$ cat src/sv/lpr_pkg.sv
package lpr_pkg;

    localparam int GEN_W      = 31;
    localparam int MULT_W     = 15;
    localparam int PROD_W     = GEN_W + MULT_W;
    localparam int VAL_W      = 32;
    localparam int SPAN_W     = VAL_W + 1;
    localparam int DIV_STEPS  = GEN_W;
    localparam int DIV_CNT_W  = $clog2(DIV_STEPS);
    localparam int APB_ADDR_W = 3;
    localparam int APB_DATA_W = 32;

    localparam logic [MULT_W-1:0] LCG_MULT    = 15'd16807;
    localparam logic [GEN_W-1:0]  LCG_MODULUS = 31'h7fffffff;
    localparam logic [GEN_W-1:0]  SEED_RESET  = 31'd2;

    // register index taken from the word address
    localparam logic REG_SEED = 1'b0;

    typedef struct packed {
        logic busy;
        logic done;
    } t_div_stat;

endpackage

$ cat src/sv/lpr_req_if.sv
interface lpr_req_if;
    logic                              valid;
    logic                              ready;
    logic                              action;
    logic signed [lpr_pkg::VAL_W-1:0]  range_low;
    logic signed [lpr_pkg::VAL_W-1:0]  range_high;

    modport source (output valid, action, range_low, range_high, input ready);
    modport sink   (input valid, action, range_low, range_high, output ready);
endinterface

$ cat src/sv/lpr_rsp_if.sv
interface lpr_rsp_if;
    logic                              valid;
    logic                              ready;
    logic signed [lpr_pkg::VAL_W-1:0]  value;
    logic                              bad_range;

    modport source (output valid, value, bad_range, input ready);
    modport sink   (input valid, value, bad_range, output ready);
endinterface

$ cat src/sv/lehmer_prng_with_range_core.sv
// Minimal standard Lehmer generator, x <= 16807 * x mod (2^31 - 1), with an
// optional ranged draw. A raw draw returns x - 1; a ranged draw returns
// ((x - 1) mod (range_high - range_low + 1)) + range_low, and flags
// bad_range with value 0 when range_low >= range_high. One word is worked on
// at a time and i_req.ready is low meanwhile. A raw draw or a rejected range
// passes S_MUL and S_RED, then waits in S_FIN for a free output register; a
// valid ranged draw also passes S_DIV, where the divider forms the modulo one
// bit per cycle over the 31 generator bits. A finished word waits in the
// output register, and a new request is taken while it waits. Writing the
// seed register (byte address 0) loads the generator at once; a seed of 0
// becomes 1 and a seed of 2^31-1 becomes 2^31-2. Reset loads seed 2.
module lehmer_prng_with_range_core (
    input  logic                              i_clk,
    input  logic                              i_rst_n,
    lpr_req_if.sink                           i_req,
    lpr_rsp_if.source                         o_rsp,
    input  logic                              psel,
    input  logic                              penable,
    input  logic                              pwrite,
    input  logic [lpr_pkg::APB_ADDR_W-1:0]    paddr,
    input  logic [lpr_pkg::APB_DATA_W-1:0]    pwdata,
    output logic [lpr_pkg::APB_DATA_W-1:0]    prdata,
    output logic                              pready
);
    import lpr_pkg::*;

    typedef enum logic [4:0] {
        S_IDLE = 5'b00001,
        S_MUL  = 5'b00010,
        S_RED  = 5'b00100,
        S_DIV  = 5'b01000,
        S_FIN  = 5'b10000
    } t_state;

    t_state                  r_state;
    logic [GEN_W-1:0]        r_seed;
    logic [GEN_W-1:0]        r_gen;
    logic [PROD_W-1:0]       r_prod;
    logic                    r_action;
    logic signed [VAL_W-1:0] r_lo;
    logic signed [VAL_W-1:0] r_hi;
    logic [SPAN_W-1:0]       r_span;
    logic                    r_bad;
    logic [VAL_W-1:0]        r_res_value;
    logic                    r_res_bad;
    logic                    r_out_valid;
    logic [VAL_W-1:0]        r_out_value;
    logic                    r_out_bad;

    logic                    in_acc;
    logic                    cfg_wr;
    logic [GEN_W-1:0]        seed_lim;
    logic [GEN_W:0]          red_sum;
    logic [GEN_W:0]          red_sub;
    logic [GEN_W-1:0]        n_gen;
    logic [GEN_W-1:0]        raw;
    logic                    out_load;
    logic                    div_start;
    t_div_stat               div_stat;
    logic [VAL_W-1:0]        div_rem;

    assign in_acc   = i_req.valid && i_req.ready;
    assign cfg_wr   = psel && penable && pwrite && pready && (paddr[2] == REG_SEED);
    assign out_load = (r_state == S_FIN) && (!r_out_valid || o_rsp.ready);

    // keep the seed inside 1 .. 2^31-2
    always_comb begin
        seed_lim = pwdata[GEN_W-1:0];
        if (seed_lim == '0) begin
            seed_lim = GEN_W'(1);
        end else if (seed_lim == LCG_MODULUS) begin
            seed_lim = LCG_MODULUS - 1'b1;
        end
    end

    // mod 2^31-1 by folding the high bits onto the low bits
    always_comb begin
        red_sum = {1'b0, r_prod[GEN_W-1:0]} + (GEN_W+1)'(r_prod[PROD_W-1:GEN_W]);
        red_sub = red_sum - {1'b0, LCG_MODULUS};
        if (red_sum >= {1'b0, LCG_MODULUS}) begin
            n_gen = red_sub[GEN_W-1:0];
        end else begin
            n_gen = red_sum[GEN_W-1:0];
        end
        raw = n_gen - 1'b1;
    end

    assign div_start = (r_state == S_RED) && r_action && !r_bad;

    lpr_div u_div (
        .i_clk      (i_clk),
        .i_rst_n    (i_rst_n),
        .i_start    (div_start),
        .i_dividend (raw),
        .i_divisor  (r_span),
        .o_stat     (div_stat),
        .o_rem      (div_rem)
    );

    always_ff @(posedge i_clk) begin
        if (!i_rst_n) begin
            r_state     <= S_IDLE;
            r_seed      <= SEED_RESET;
            r_gen       <= SEED_RESET;
            r_out_valid <= 1'b0;
        end else begin
            if (cfg_wr) begin
                r_seed <= seed_lim;
                r_gen  <= seed_lim;
            end
            if (out_load) begin
                r_out_valid <= 1'b1;
            end else if (o_rsp.ready) begin
                r_out_valid <= 1'b0;
            end
            unique case (r_state)
                S_IDLE: begin
                    if (in_acc) begin
                        r_state <= S_MUL;
                    end
                end
                S_MUL: begin
                    r_state <= S_RED;
                end
                S_RED: begin
                    r_gen <= n_gen;
                    if (div_start) begin
                        r_state <= S_DIV;
                    end else begin
                        r_state <= S_FIN;
                    end
                end
                S_DIV: begin
                    if (div_stat.done) begin
                        r_state <= S_FIN;
                    end
                end
                S_FIN: begin
                    if (out_load) begin
                        r_state <= S_IDLE;
                    end
                end
                default: begin
                    r_state <= S_IDLE;
                end
            endcase
        end
    end

    always_ff @(posedge i_clk) begin
        if (in_acc) begin
            r_action <= i_req.action;
            r_lo     <= i_req.range_low;
            r_hi     <= i_req.range_high;
        end
        if (r_state == S_MUL) begin
            r_prod <= r_gen * LCG_MULT;
            r_span <= {r_hi[VAL_W-1], r_hi} - {r_lo[VAL_W-1], r_lo} + SPAN_W'(1);
            r_bad  <= r_action && (r_lo >= r_hi);
        end
        if (r_state == S_RED) begin
            if (!r_action) begin
                r_res_value <= VAL_W'(raw);
                r_res_bad   <= 1'b0;
            end else begin
                r_res_value <= '0;
                r_res_bad   <= r_bad;
            end
        end
        if (r_state == S_DIV && div_stat.done) begin
            r_res_value <= div_rem + r_lo;
        end
        if (out_load) begin
            r_out_value <= r_res_value;
            r_out_bad   <= r_res_bad;
        end
    end

    assign i_req.ready     = (r_state == S_IDLE);
    assign o_rsp.valid     = r_out_valid;
    assign o_rsp.value     = r_out_value;
    assign o_rsp.bad_range = r_out_bad;

    assign pready = 1'b1;
    assign prdata = (paddr[2] == REG_SEED) ? APB_DATA_W'(r_seed) : '0;

endmodule

$ cat src/sv/lpr_div.sv
module lpr_div (
    input  logic                          i_clk,
    input  logic                          i_rst_n,
    input  logic                          i_start,
    input  logic [lpr_pkg::GEN_W-1:0]     i_dividend,
    input  logic [lpr_pkg::SPAN_W-1:0]    i_divisor,
    output lpr_pkg::t_div_stat            o_stat,
    output logic [lpr_pkg::VAL_W-1:0]     o_rem
);
    import lpr_pkg::*;

    localparam logic [DIV_CNT_W-1:0] LAST_STEP = DIV_CNT_W'(DIV_STEPS - 1);

    logic                 r_busy;
    logic                 r_done;
    logic [DIV_CNT_W-1:0] r_cnt;
    logic [SPAN_W-1:0]    r_rem;
    logic [GEN_W-1:0]     r_dvd;
    logic [SPAN_W-1:0]    r_dvs;

    logic [SPAN_W:0]      trial;
    logic [SPAN_W:0]      diff;
    logic [SPAN_W-1:0]    n_rem;

    // restoring step: one dividend bit per cycle
    always_comb begin
        trial = {r_rem, r_dvd[GEN_W-1]};
        diff  = trial - {1'b0, r_dvs};
        if (trial >= {1'b0, r_dvs}) begin
            n_rem = diff[SPAN_W-1:0];
        end else begin
            n_rem = trial[SPAN_W-1:0];
        end
    end

    always_ff @(posedge i_clk) begin
        if (!i_rst_n) begin
            r_busy <= 1'b0;
            r_done <= 1'b0;
            r_cnt  <= '0;
        end else begin
            if (i_start) begin
                r_busy <= 1'b1;
                r_done <= 1'b0;
                r_cnt  <= '0;
            end else if (r_busy) begin
                r_cnt  <= r_cnt + 1'b1;
                r_done <= (r_cnt == LAST_STEP);
                if (r_cnt == LAST_STEP) begin
                    r_busy <= 1'b0;
                end
            end else begin
                r_done <= 1'b0;
            end
        end
    end

    always_ff @(posedge i_clk) begin
        if (i_start) begin
            r_rem <= '0;
            r_dvd <= i_dividend;
            r_dvs <= i_divisor;
        end else if (r_busy) begin
            r_rem <= n_rem;
            r_dvd <= {r_dvd[GEN_W-2:0], 1'b0};
        end
    end

    assign o_stat.busy = r_busy;
    assign o_stat.done = r_done;
    // remainder stays below the span, which is at most 2^32
    assign o_rem       = r_rem[VAL_W-1:0];

endmodule

$ cat src/flat_wrapper.sv
// flat-port wrapper written by rule: the top's interface ports become plain ports
module lehmer_prng_with_range_core_flat import lpr_pkg::*;
  (i_clk, i_rst_n, psel, penable, pwrite, paddr, pwdata, prdata, pready, i_req_valid, i_req_action, i_req_range_low, i_req_range_high, i_req_ready, o_rsp_valid, o_rsp_value, o_rsp_bad_range, o_rsp_ready);
  lpr_req_if i_req_i ();
  lpr_rsp_if o_rsp_i ();
  input  logic i_clk;
  input  logic i_rst_n;
  input  logic psel;
  input  logic penable;
  input  logic pwrite;
  input  logic [lpr_pkg::APB_ADDR_W-1:0] paddr;
  input  logic [lpr_pkg::APB_DATA_W-1:0] pwdata;
  output logic [lpr_pkg::APB_DATA_W-1:0] prdata;
  output logic pready;
  input wire logic [$bits(i_req_i.valid)-1:0] i_req_valid;
  input wire logic [$bits(i_req_i.action)-1:0] i_req_action;
  input wire logic [$bits(i_req_i.range_low)-1:0] i_req_range_low;
  input wire logic [$bits(i_req_i.range_high)-1:0] i_req_range_high;
  output wire logic [$bits(i_req_i.ready)-1:0] i_req_ready;
  output wire logic [$bits(o_rsp_i.valid)-1:0] o_rsp_valid;
  output wire logic [$bits(o_rsp_i.value)-1:0] o_rsp_value;
  output wire logic [$bits(o_rsp_i.bad_range)-1:0] o_rsp_bad_range;
  input wire logic [$bits(o_rsp_i.ready)-1:0] o_rsp_ready;
  assign i_req_i.valid = i_req_valid;
  assign i_req_i.action = i_req_action;
  assign i_req_i.range_low = i_req_range_low;
  assign i_req_i.range_high = i_req_range_high;
  assign i_req_ready = i_req_i.ready;
  assign o_rsp_valid = o_rsp_i.valid;
  assign o_rsp_value = o_rsp_i.value;
  assign o_rsp_bad_range = o_rsp_i.bad_range;
  assign o_rsp_i.ready = o_rsp_ready;
  lehmer_prng_with_range_core u_core (.i_clk(i_clk), .i_rst_n(i_rst_n), .i_req(i_req_i), .o_rsp(o_rsp_i), .psel(psel), .penable(penable), .pwrite(pwrite), .paddr(paddr), .pwdata(pwdata), .prdata(prdata), .pready(pready));
endmodule
$ cat config.mk
export PLATFORM = sky130hd
export DESIGN_NAME = lehmer_prng_with_range_core_flat
export DESIGN_NICKNAME = d
export VERILOG_FILES = /design/src/sv/lpr_pkg.sv /design/src/sv/lpr_req_if.sv /design/src/sv/lpr_rsp_if.sv /design/src/sv/lehmer_prng_with_range_core.sv /design/src/sv/lpr_div.sv /design/src/flat_wrapper.sv
export SDC_FILE = /design/constraint.sdc
export NUM_CORES = 1
export LEC_CHECK = 0
export BUFFER_PORTS_ARGS = -buffer_cell sky130_fd_sc_hd__clkbuf_2
export CAP_MARGIN = 15
export CORE_UTILIZATION = 25
export DETAILED_ROUTE_END_ITERATION = 16
export PLACE_DENSITY = 0.37
export SYNTH_ARGS = -nofsm -noshare
export SYNTH_HDL_FRONTEND = slang
export SYNTH_SLANG_ARGS = --single-unit
$ cat constraint.sdc
create_clock -name i_clk -period 11.5 [get_ports i_clk]
set_clock_uncertainty 0.05 [all_clocks]
set_input_delay 0.575 -clock i_clk [delete_from_list [all_inputs] [get_ports i_clk]]
set_output_delay 0.575 -clock i_clk [all_outputs]
set_load 0.05 [all_outputs]
==> key figures, run 1 <==
Outcome
  – Status: finished clean

Critical path
  – Flop2flop setup slack: 4.03 ns
  – Maximum fanout along the worst path: 6
  – Crit end category: register
  – R2r endpoint: u_core.r_prod[44]
  – CP arrival: approximately 7.8 ns
  – CP Launch Type: register
  – Critical R2R Launch: u_core.r_gen[9]
  – WP data required: 11.83 ns
  – Worst r2r path cells: 23
  – CP Class: reg -> reg

Clock network
  – H-tree levels: 2
  – Post-CTS setup buffers: 0
  – Clk pin slew, worst setup/hold paths: 0.06 ns
  – Root Driver: clkbuf_16
  – Clock buffer count from CTS: 50
  – CTS sink count: between 300 and 400
  – TritonCTS clock tree: yes
  – Clk Latency, worst-skew pair: 0.64 ns
  – Clock tree buffer depth: 3

Timing
  – Setup Viol. Count Final: 0
  – RSZ-0062 raised after global routing: false
  – Final min period: 7.47 ns
  – Headroom to the max-slew limit: 0.400
  – Setup_tns: 0 ns
  – Final Hold Fails: 0
  – Fin crit share: 0.649
  – Worst-Margin Slew: 0.897 ns
  – Max Freq: 134 MHz
  – Slew Viols, Final: 0

Routing
  – # DRC: 0
  – Post-route ant nets: 0
  – Number of iterations in the first detailed-routing pass: 5
  – Drt initial violations: roughly 1100
  – Average wire per standard cell: 19.5 µm
  – Final wirelength: about 93000 µm
  – Via count: 22200
  – Vias per std cell: 4.66

Cells and area
  – Final-stage net count: 3790
  – Area delta synth->final: 14.9%
  – Layout cell share with drive strength beyond 1: 0.109
  – N_diodes: 0
  – Final instance area: 34100 µm²
  – Final core utilization: 0.290
  – Post-Layout Cell Count: 4759

Synth
  – Synth warn: 0
  – Syn Area/Cell: 9.86 µm²
  – Syn_nets: 3623
  – Mapped cell area: a little under 30000 µm²
  – Count of cell types in the netlist: 105
  – #FFs+latches synth: about 380
  – Primary FF master, synth: edfxtp_1
  – Synth Instances: 3014
  – Async SR Flop Fraction: 0
  – Share of the synthesized area in the top cell type: 0.278
  – Largest cells by area after synthesis: edfxtp_1 28%, ha_1 15%, fa_1 9.3%, dfxtp_1 7.3%, inv_1 5.0%
  – Sequential fraction of the synthesis area: 0.351
  – Yosys top cell by area: edfxtp_1
  – Number of synthesized flops with an enable pin: 275

Min path
  – HP Start: i_req_range_low[13]
  – Worst hold endpoint: u_core.r_lo[13]
  – Worst hold path class: in -> reg
  – Worst Hold Path Cells: 1

Die
  – Die ar.: 120000 µm²
  – Ports: 175
  – Initial Util: 0.252
  – Chip Height: 347 µm
  – CORE AREA: 118000 µm²
  – Rows: 126
  – Die Wd: between 300 and 400 µm

GRT
  – Antenna violations before repair: 1
  – Largest net degree at the start of global routing: 73
  – Grt ovf: 0
  – Met3 Track Usage GR: 0.0162
  – Met1 Resource Use GR: 0.196
  – First-pass GRT wire length: roughly 140000 µm
  – Gr busiest metal: met2
  – Total track usage: 0.154
  – M2 GR Usage: 0.272
  – Vias in the first global route: 22900

Pwr
  – Leak pwr: 15.0 nW
  – Power Density: 148 nW/µm²
  – Total Power: 5.05 mW
  – Worst VDD drop: 0.110 mV

Placement
  – Port Buf Inserts: 169
  – Area post-placement: 32400 µm²
  – Half-perimeter wire length after placement: 73600 µm
  – Inst Count DP: 4663
  – Final Wtd Congestion: slightly above 0.8

Flow run
  – Max Cap Viol: 0
## area by class of cell
class                   instances  area [µm²]
fillers                     12600       83800
clock buffers                  75        1520
well taps                    1536        1920
clock inverters                19         246
multi-input cells            2149       17500
repair buffers                198        1070
inverters                     399        1500
flip-flops and latches        383       10400
## through the flow
| stage | setup WS, ns | hold WS [ns] |
|---|---|---|
| finish | 4.03 | 0.0603 |
| global route | 3.51 | 0.0273 |
| CTS | 3.91 | 0.000978 |
| detailed placement | 3.93 | 0.356 |
| global placement | 3.91 | 0.353 |
| floorplan | 5.41 | 0.350 |
## kinds of logic (layout without fill, tap and decap cells)
logic type,after synthesis,in the layout,share of synthesized area
xor+xnor,174,174,0.0518
other cells,2,2,0.000253
buf+inv,482,691,0.0624
compound gates,669,669,0.147
simple gates,779,779,0.133
fa+ha+maj,502,502,0.246
mux,23,23,0.00808
flops,383,383,0.351
## repair_timing
item                      CTS  global route
hold buffers                2             0
gates resized for setup     0             0
hold endpoints to repair    2             0
## cell usage after synthesis (64+ instances only)
| library cell | n |
|---|---|
| xor2_1 | 64 |
| xnor2_1 | 108 |
| inv_1 | 397 |
| ha_1 | 364 |
| edfxtp_1 | 275 |
| nor3_1 | 69 |
| o21ai_0 | 140 |
| dfxtp_1 | 108 |
| a21oi_1 | 194 |
| fa_1 | 138 |
| nor2_1 | 211 |
| nand2_1 | 164 |
## power by group
part | switching, mW | total, mW | leakage [nW] | internal (mW)
Combinational | 0.991 | 1.64 | 10.8 | 0.645
Clock | 0.665 | 1.69 | 0.867 | 1.02
Sequential | 0.103 | 1.72 | 3.41 | 1.62
## cells in the final DEF (no fill, tap or decap), types with 21 or more instances in the layout
cell / n
nor2_1: 209
nor3_1: 69
nand2_1: 163
clkbuf_16: 52
clkbuf_2: 169
a221oi_1: 30
buf_4: 27
xor2_1: 64
a21oi_1: 194
dfxtp_1: 107
o21ai_0: 140
ha_1: 364
a22oi_1: 22
nor2b_1: 55
nand4_1: 46
a211oi_1: 30
nand3_1: 63
nand2b_1: 24
fa_1: 138
edfxtp_1: 275
a21o_1: 52
and2_1: 21
xnor2_1: 108
inv_1: 395
## flip-flops by register name (all words and copies together), names as in the netlist, 32 cells and up
register	flops
u_core.u_div.r_dvs	33
u_core.r_span	33
u_core.r_prod	46
u_core.r_res_value	32
u_core.u_div.r_rem	33
u_core.o_rsp.value	32
u_core.r_hi	32
u_core.r_lo	32
## worst max-delay path, cell delays in order, from the launching register on
cell and delay, ns:
dfxtp_1 0.72, inv_1 0.28, fa_1 0.55, inv_1 0.04, ha_1 0.27, ha_1 0.30, ha_1 0.27, inv_1 0.05
fa_1 0.52, inv_1 0.06, fa_1 0.49, ha_1 0.24, or3_1 0.40, a211oi_1 0.48, o2111ai_1 0.33, a2111oi_0 0.71
o211ai_1 0.27, nand3_1 0.18, nand3_1 0.11, a31oi_1 0.32, o21bai_1 0.12, nand2b_1 0.11, mux2i_1 0.19, o2111ai_1 0.13
## worst max-delay path by stage
stage                startpoint                end  slack [ns]  cells after the start
3_3_place_gp    u_core.r_gen[5]  u_core.r_prod[44]        3.91                     23
6_report        u_core.r_gen[9]  u_core.r_prod[44]        4.03                     23
2_1_floorplan  u_core.r_gen[10]  u_core.r_prod[45]        5.41                     24
5_1_grt         u_core.r_gen[5]  u_core.r_prod[44]        3.51                     23
4_1_cts         u_core.r_gen[9]  u_core.r_prod[44]        3.91                     23
3_5_place_dp    u_core.r_gen[9]  u_core.r_prod[44]        3.93                     23
## metal layers
metal  wire length, µm  part of all wire
met1             41900              0.45
met3              2490             0.027
met2             46100              0.50
met5                 0                 0
met4              2480             0.027
(Power assumes the default switching activity.)
==> run 2: changes to the inputs <==
--- a/config.mk
+++ b/config.mk
@@ -9,7 +9,7 @@
 export CAP_MARGIN = 15
 export CORE_UTILIZATION = 25
 export DETAILED_ROUTE_END_ITERATION = 16
-export PLACE_DENSITY = 0.37
+export PLACE_DENSITY = 0.38
 export SYNTH_ARGS = -nofsm -noshare
 export SYNTH_HDL_FRONTEND = slang
 export SYNTH_SLANG_ARGS = --single-unit
==> constraint.sdc (replaced) <==
create_clock -name i_clk -period 6.7 [get_ports i_clk]
set_clock_uncertainty 0.05 [all_clocks]
set_input_delay 0.335 -clock i_clk [delete_from_list [all_inputs] [get_ports i_clk]]
set_output_delay 0.335 -clock i_clk [all_outputs]
set_load 0.05 [all_outputs]
==> key figures, run 2 (synthesized netlist as in run 1, its figures left out) <==
Outcome
  – Status: finished clean

Critical path
  – Critical R2R Launch: u_core.r_gen[10]
  – Max incr delay on CP: 0.57 ns
  – CP Depth: 25
  – Flop2flop setup slack: 0.32 ns
  – Worst r2r path cells: 25
  – Worst Path Buf+Inv: 5
  – CP Class: reg -> reg
  – R2r endpoint: u_core.r_prod[43]
  – Crit end category: register
  – Crit path launch: u_core.r_gen[10]
  – CP Launch Type: register
  – Worst path slowest cell: fa_1
  – Maximum fanout along the worst path: 4
  – CP top delay family: adder cells
  – CP arrival: 6.68 ns
  – WP data required: 7.00 ns

Cells and area
  – Layout cell share with drive strength beyond 1: 0.126
  – Final instance area: 35500 µm²
  – Most frequent cells in the layout: 393 x inv_1, 364 x ha_1, 275 x edfxtp_1
  – Filler Cells Inserted: 12400
  – Final core utilization: 0.301
  – Number of flip-flops in the largest register: 46
  – Register name with the most flops: u_core.r_prod
  – Area delta synth->final: 19.5%
  – N_diodes: 0
  – Commonest non-fill, non-tap cell in the layout: inv_1
  – Register area: between 10000 and 15000 µm²
  – Final-stage net count: 3956
  – Area of the multi-input gates: 17500 µm²

Pwr
  – Sw Pwr: a little over 3 mW
  – Sw Share: 0.352
  – Part of the power in registers: 0.342
  – Combinational power share: 0.339
  – Power Density: about 240 nW/µm²
  – Worst VDD drop: 0.163 mV
  – Clock share of power: 0.319
  – Int Pwr: 5.57 mW
  – Leak pwr: 15.7 nW

Die
  – Rows: 126
  – Die ar.: 120000 µm²
  – Chip Height: 347 µm
  – Ports: 175
  – Die Wd: 347 µm
  – CORE AREA: 118000 µm²
  – Initial Util: 0.252

Placement
  – Final Wtd Congestion: between 0.8 and 0.9
  – Half-perimeter wire length after placement: 75200 µm
  – Port Buf Inserts: about 170
  – Area post-placement: 33000 µm²

Routing
  – # DRC: 0
  – Post-route ant nets: 0
  – Vias per std cell: 4.61
  – Via count: 22700
  – Number of iterations in the first detailed-routing pass: 5
  – Final wirelength: 94500 µm
  – Average wire per standard cell: 19.2 µm
  – Drt initial violations: 1000

Clock network
  – TritonCTS clock tree: yes
  – Clock tree buffer depth: 3
  – H-tree levels: 2
  – Clk Latency, worst-skew pair: between 0.6 and 0.7 ns
  – CTS sink count: 383
  – Post-CTS setup buffers: 0
  – Clk pin slew, worst setup/hold paths: around 0.06 ns
  – Clock buffer count from CTS: 48
  – Root Driver: clkbuf_16

GRT
  – Grt ovf: 0
  – Total track usage: 0.156
  – Vias in the first global route: ~23000
  – Largest net degree at the start of global routing: approximately 80
  – First-pass GRT wire length: 145000 µm
  – Antenna violations before repair: 1

Min path
  – Worst hold endpoint: u_core.r_seed[30]
  – Worst Hold Path Cells: 3
  – HP Start: pwdata[30]
  – Worst hold path class: in -> reg

Timing
  – Slew Viols, Final: 0
  – Headroom to the max-slew limit: 0.384
  – Final Hold Fails: 0
  – Fin crit share: 0.952
  – Setup_tns: 0 ns
  – Max Freq: 157 MHz
  – Worst-Margin Slew: 0.921 ns
  – Final min period: ~6.4 ns
  – Setup Viol. Count Final: 0
  – RSZ-0062 raised after global routing: false

Flow run
  – Max Cap Viol: 0
run 2: metal layers:
layer  part of all wire  up-vias  GRT usage
met5                  0        -          0
met3              0.021       71     0.0155
met1               0.47    11000      0.206
li1                   -    11400          -
met4              0.016        0     0.0305
met2               0.50      204      0.276
run 2: layout make-up:
class / instances / share of cell area
tap: 1536 / 0.0541
sequential: 383 / 0.293
inverter: 399 / 0.0422
multi-input combinational: 2149 / 0.493
timing repair buffer: 366 / 0.0721
clock buffer: 62 / 0.0371
clock inverter: 27 / 0.00849
run 2: per-stage QoR:
stage               setup slack (ns)  power [mW]  std cells  hold WS [ns]
detailed placement             0.172        5.88       4744         0.355
floorplan                      0.608        5.01       3014         0.347
CTS                            0.125        8.74       4922       0.00364
global route                  0.0182        9.18       4922        0.0237
global placement               0.151        5.90       4744         0.351
finish                         0.321        8.59       4922        0.0374
run 2: worst max-delay path by stage:
| stage | slack, ns | end |
|---|---|---|
| 2_1_floorplan | 0.61 | u_core.r_prod[45] |
| 3_3_place_gp | 0.15 | u_core.r_prod[44] |
| 3_5_place_dp | 0.17 | u_core.r_prod[44] |
| 4_1_cts | 0.13 | u_core.r_prod[44] |
| 5_1_grt | 0.02 | u_core.r_prod[41] |
| 6_report | 0.32 | u_core.r_prod[43] |
run 2: timing repair:
action                                 4_1_cts  5_1_grt
hold buffers                                89        0
endpoints found under the hold margin       89        0
resized for setup                            0        9
setup endpoints to repair                    0        6
run 2: power by group through the flow:
stage	registers, mW	clock network, mW	logic, mW
detailed placement	2.99	0	2.89
global route	2.97	2.92	3.29
CTS	2.95	2.83	2.96
global placement	3.00	0	2.91
floorplan	2.92	0	2.09
finish	2.94	2.74	2.91
run 2: worst register-to-register path: stages, from the launching register on:
cell	delay (ns)
dfxtp_1	0.33
inv_1	0.12
fa_1	0.57
inv_1	0.05
ha_1	0.29
fa_1	0.47
ha_1	0.29
inv_1	0.05
fa_1	0.53
inv_1	0.06
fa_1	0.47
ha_1	0.34
and3_1	0.23
a31oi_1	0.16
o21ai_1	0.10
or3_1	0.35
o211ai_1	0.30
a31oi_2	0.17
a21oi_1	0.16
buf_4	0.15
a311oi_1	0.11
o21a_1	0.20
nor2_2	0.14
o21bai_1	0.10
a21o_1	0.20
xnor2_1	0.13
==> run 3: changes to the inputs <==
--- a/config.mk
+++ b/config.mk
@@ -7,6 +7,7 @@
 export LEC_CHECK = 0
 export BUFFER_PORTS_ARGS = -buffer_cell sky130_fd_sc_hd__clkbuf_2
 export CAP_MARGIN = 15
+export CORE_MARGIN = 4
 export CORE_UTILIZATION = 25
 export DETAILED_ROUTE_END_ITERATION = 16
 export PLACE_DENSITY = 0.38
==> key figures, run 3 (synthesized netlist as in run 1, its figures left out) <==
Outcome
  – Status: finished clean

Routing
  – Number of iterations in the first detailed-routing pass: 7
  – # DRC: 0
  – Wire length on met3: between 2000 and 2500 µm
  – Via count: 22800
  – Vias per std cell: ~4.6
  – Post-route ant nets: 0
  – Final wirelength: between 90000 and 100000 µm
  – Drt initial violations: 1228
  – Average wire per standard cell: 19.4 µm
  – Top Layer Used: met4
  – Met1 Routed Length: 44300 µm
  – Metal2 WL: ~47000 µm

Timing
  – Final min period: 6.32 ns
  – Worst-Margin Slew: 0.910 ns
  – Max Freq: 158 MHz
  – Worst Hold Slack: 0.0449 ns
  – Slew Viols, Final: 0
  – Fin worst setup slack: around 0.38 ns
  – Fin crit share: 0.943
  – Final Hold Fails: 0
  – Setup Viol. Count Final: 0
  – Headroom to the max-slew limit: 0.393
  – RSZ-0062 raised after global routing: false
  – Setup_tns: 0 ns

Cells and area
  – Final-stage net count: 3948
  – Most frequent cells in the layout: 391 x inv_1, 363 x ha_1, 275 x edfxtp_1
  – Area delta synth->final: 19.3%
  – Number of flip-flops in the largest register: 46
  – Post-Layout Cell Count: approximately 4900
  – Commonest non-fill, non-tap cell in the layout: inv_1
  – Filler Cells Inserted: roughly 12000
  – Layout cell share with drive strength beyond 1: 0.126
  – N_diodes: 0
  – Register name with the most flops: u_core.r_prod

Die
  – Initial Util: 0.252
  – Die ar.: 124000 µm²
  – Ports: 175
  – CORE AREA: 118000 µm²
  – Chip Height: 353 µm
  – Die Wd: 353 µm
  – Rows: 126

Critical path
  – Worst r2r path cells: 23
  – Worst path most repeated cell: fa_1
  – Maximum fanout along the worst path: 4
  – Worst path cell trace: inv_1, fa_1, inv_1, ha_1, fa_1, fa_1, fa_1, fa_1, ha_1, a21o_1, a21o_1, a21oi_1, o21bai_1, a21oi_1, o21bai_1, a221oi_1, a311oi_1, o21a_1, nor2_1, buf_4, o21bai_1, a21oi_1, xnor2_1
  – Critical R2R Launch: u_core.r_gen[28]
  – Worst path slowest cell: fa_1
  – Max incr delay on CP: 0.57 ns
  – Flop2flop setup slack: 0.38 ns
  – WP data required: 7.00 ns
  – CP Launch Type: register
  – CP Class: reg -> reg
  – R2r endpoint: u_core.r_prod[41]
  – Crit end category: register
  – CP arrival: 6.61 ns

Clock network
  – Clk Latency, worst-skew pair: 0.61 ns
  – CTS sink count: 383
  – Clock buffer count from CTS: 49
  – Clock tree buffer depth: 3
  – TritonCTS clock tree: yes
  – Root Driver: clkbuf_16
  – H-tree levels: 2
  – Clk pin slew, worst setup/hold paths: 0.06 ns

GRT
  – Antenna violations before repair: 1
  – First-pass GRT wire length: approximately 150000 µm
  – Grt ovf: 0
  – Largest net degree at the start of global routing: 80
  – Total track usage: 0.151
  – Vias in the first global route: 23500

Placement
  – Final Wtd Congestion: 0.817
  – Port Buf Inserts: around 170
  – Setup WS pre-CTS: 0.313 ns
  – Half-perimeter wire length after placement: 75900 µm
  – Inst Count DP: around 4700

Min path
  – Worst hold path class: in -> reg
  – HP Start: pwdata[9]
  – Worst Hold Path Cells: 3
  – Worst hold endpoint: u_core.r_seed[9]

Pwr
  – Worst VDD drop: 0.203 mV
  – Leak pwr: 15.7 nW
  – Power Density: approximately 240 nW/µm²
  – Total Power: between 8 and 9 mW

Flow run
  – Max Cap Viol: 0
## run 3: per-layer routing
metal | track usage | up-vias
met3 | 0.0140 | 97
met4 | 0.0385 | 0
met2 | 0.264 | 271
met5 | 0 | -
met1 | 0.200 | 11100
li1 | - | 11300
## run 3: power by group
part,internal (mW),switching [mW]
Clock,1.58,1.11
Combinational,1.17,1.73
Sequential,2.78,0.165
Total,5.53,3.01
## run 3: cell type report
cell class / count / area (µm²) / area share
Clock buffer: 62 / 1310 / 0.0368
Clock inverter: 30 / 305 / 0.00861
Inverter: 399 / 1500 / 0.0423
Multi-Input combinational cell: 2149 / 17500 / 0.494
Sequential cell: 383 / 10400 / 0.294
Tap cell: 1536 / 1920 / 0.0542
Timing Repair Buffer: 357 / 2490 / 0.0702
## run 3: critical path: cells and delay by family, from the launching register on
| kind | cells | cell delay [ns] |
|---|---|---|
| AND/OR/NAND/NOR | 1 | 0.16 |
| XOR/XNOR | 1 | 0.08 |
| AO/OA/AOI/OAI | 11 | 1.72 |
| buffers and inverters | 3 | 0.40 |
| adder cells (fa/ha/maj) | 7 | 3.16 |
| flip-flops | 1 | 0.48 |
## run 3: what timing repair did
| action | 4_1_cts | 5_1_grt |
|---|---|---|
| endpoints found under the setup margin | 0 | 7 |
| resized for setup | 0 | 12 |
| hold buffers | 88 | 0 |
| setup buffers | 0 | 2 |
| hold endpoints to repair | 88 | 0 |
## run 3: worst max path at each step
| stage | startpoint | end | cells past startpoint |
|---|---|---|---|
| 2_1_floorplan | u_core.r_gen[10] | u_core.r_prod[45] | 24 |
| 3_3_place_gp | u_core.r_gen[10] | u_core.r_prod[44] | 25 |
| 3_5_place_dp | u_core.r_gen[11] | u_core.r_prod[44] | 26 |
| 4_1_cts | u_core.r_gen[7] | u_core.r_prod[44] | 25 |
| 5_1_grt | u_core.r_gen[8] | u_core.r_prod[44] | 25 |
| 6_report | u_core.r_gen[28] | u_core.r_prod[41] | 23 |
## run 3: stage by stage
stage	area, µm²	utilization
final	35500	0.300
after global routing	35500	0.300
after CTS	35400	0.300
after detailed placement	32900	0.279
after global placement	32900	0.279
after floorplan	29700	-
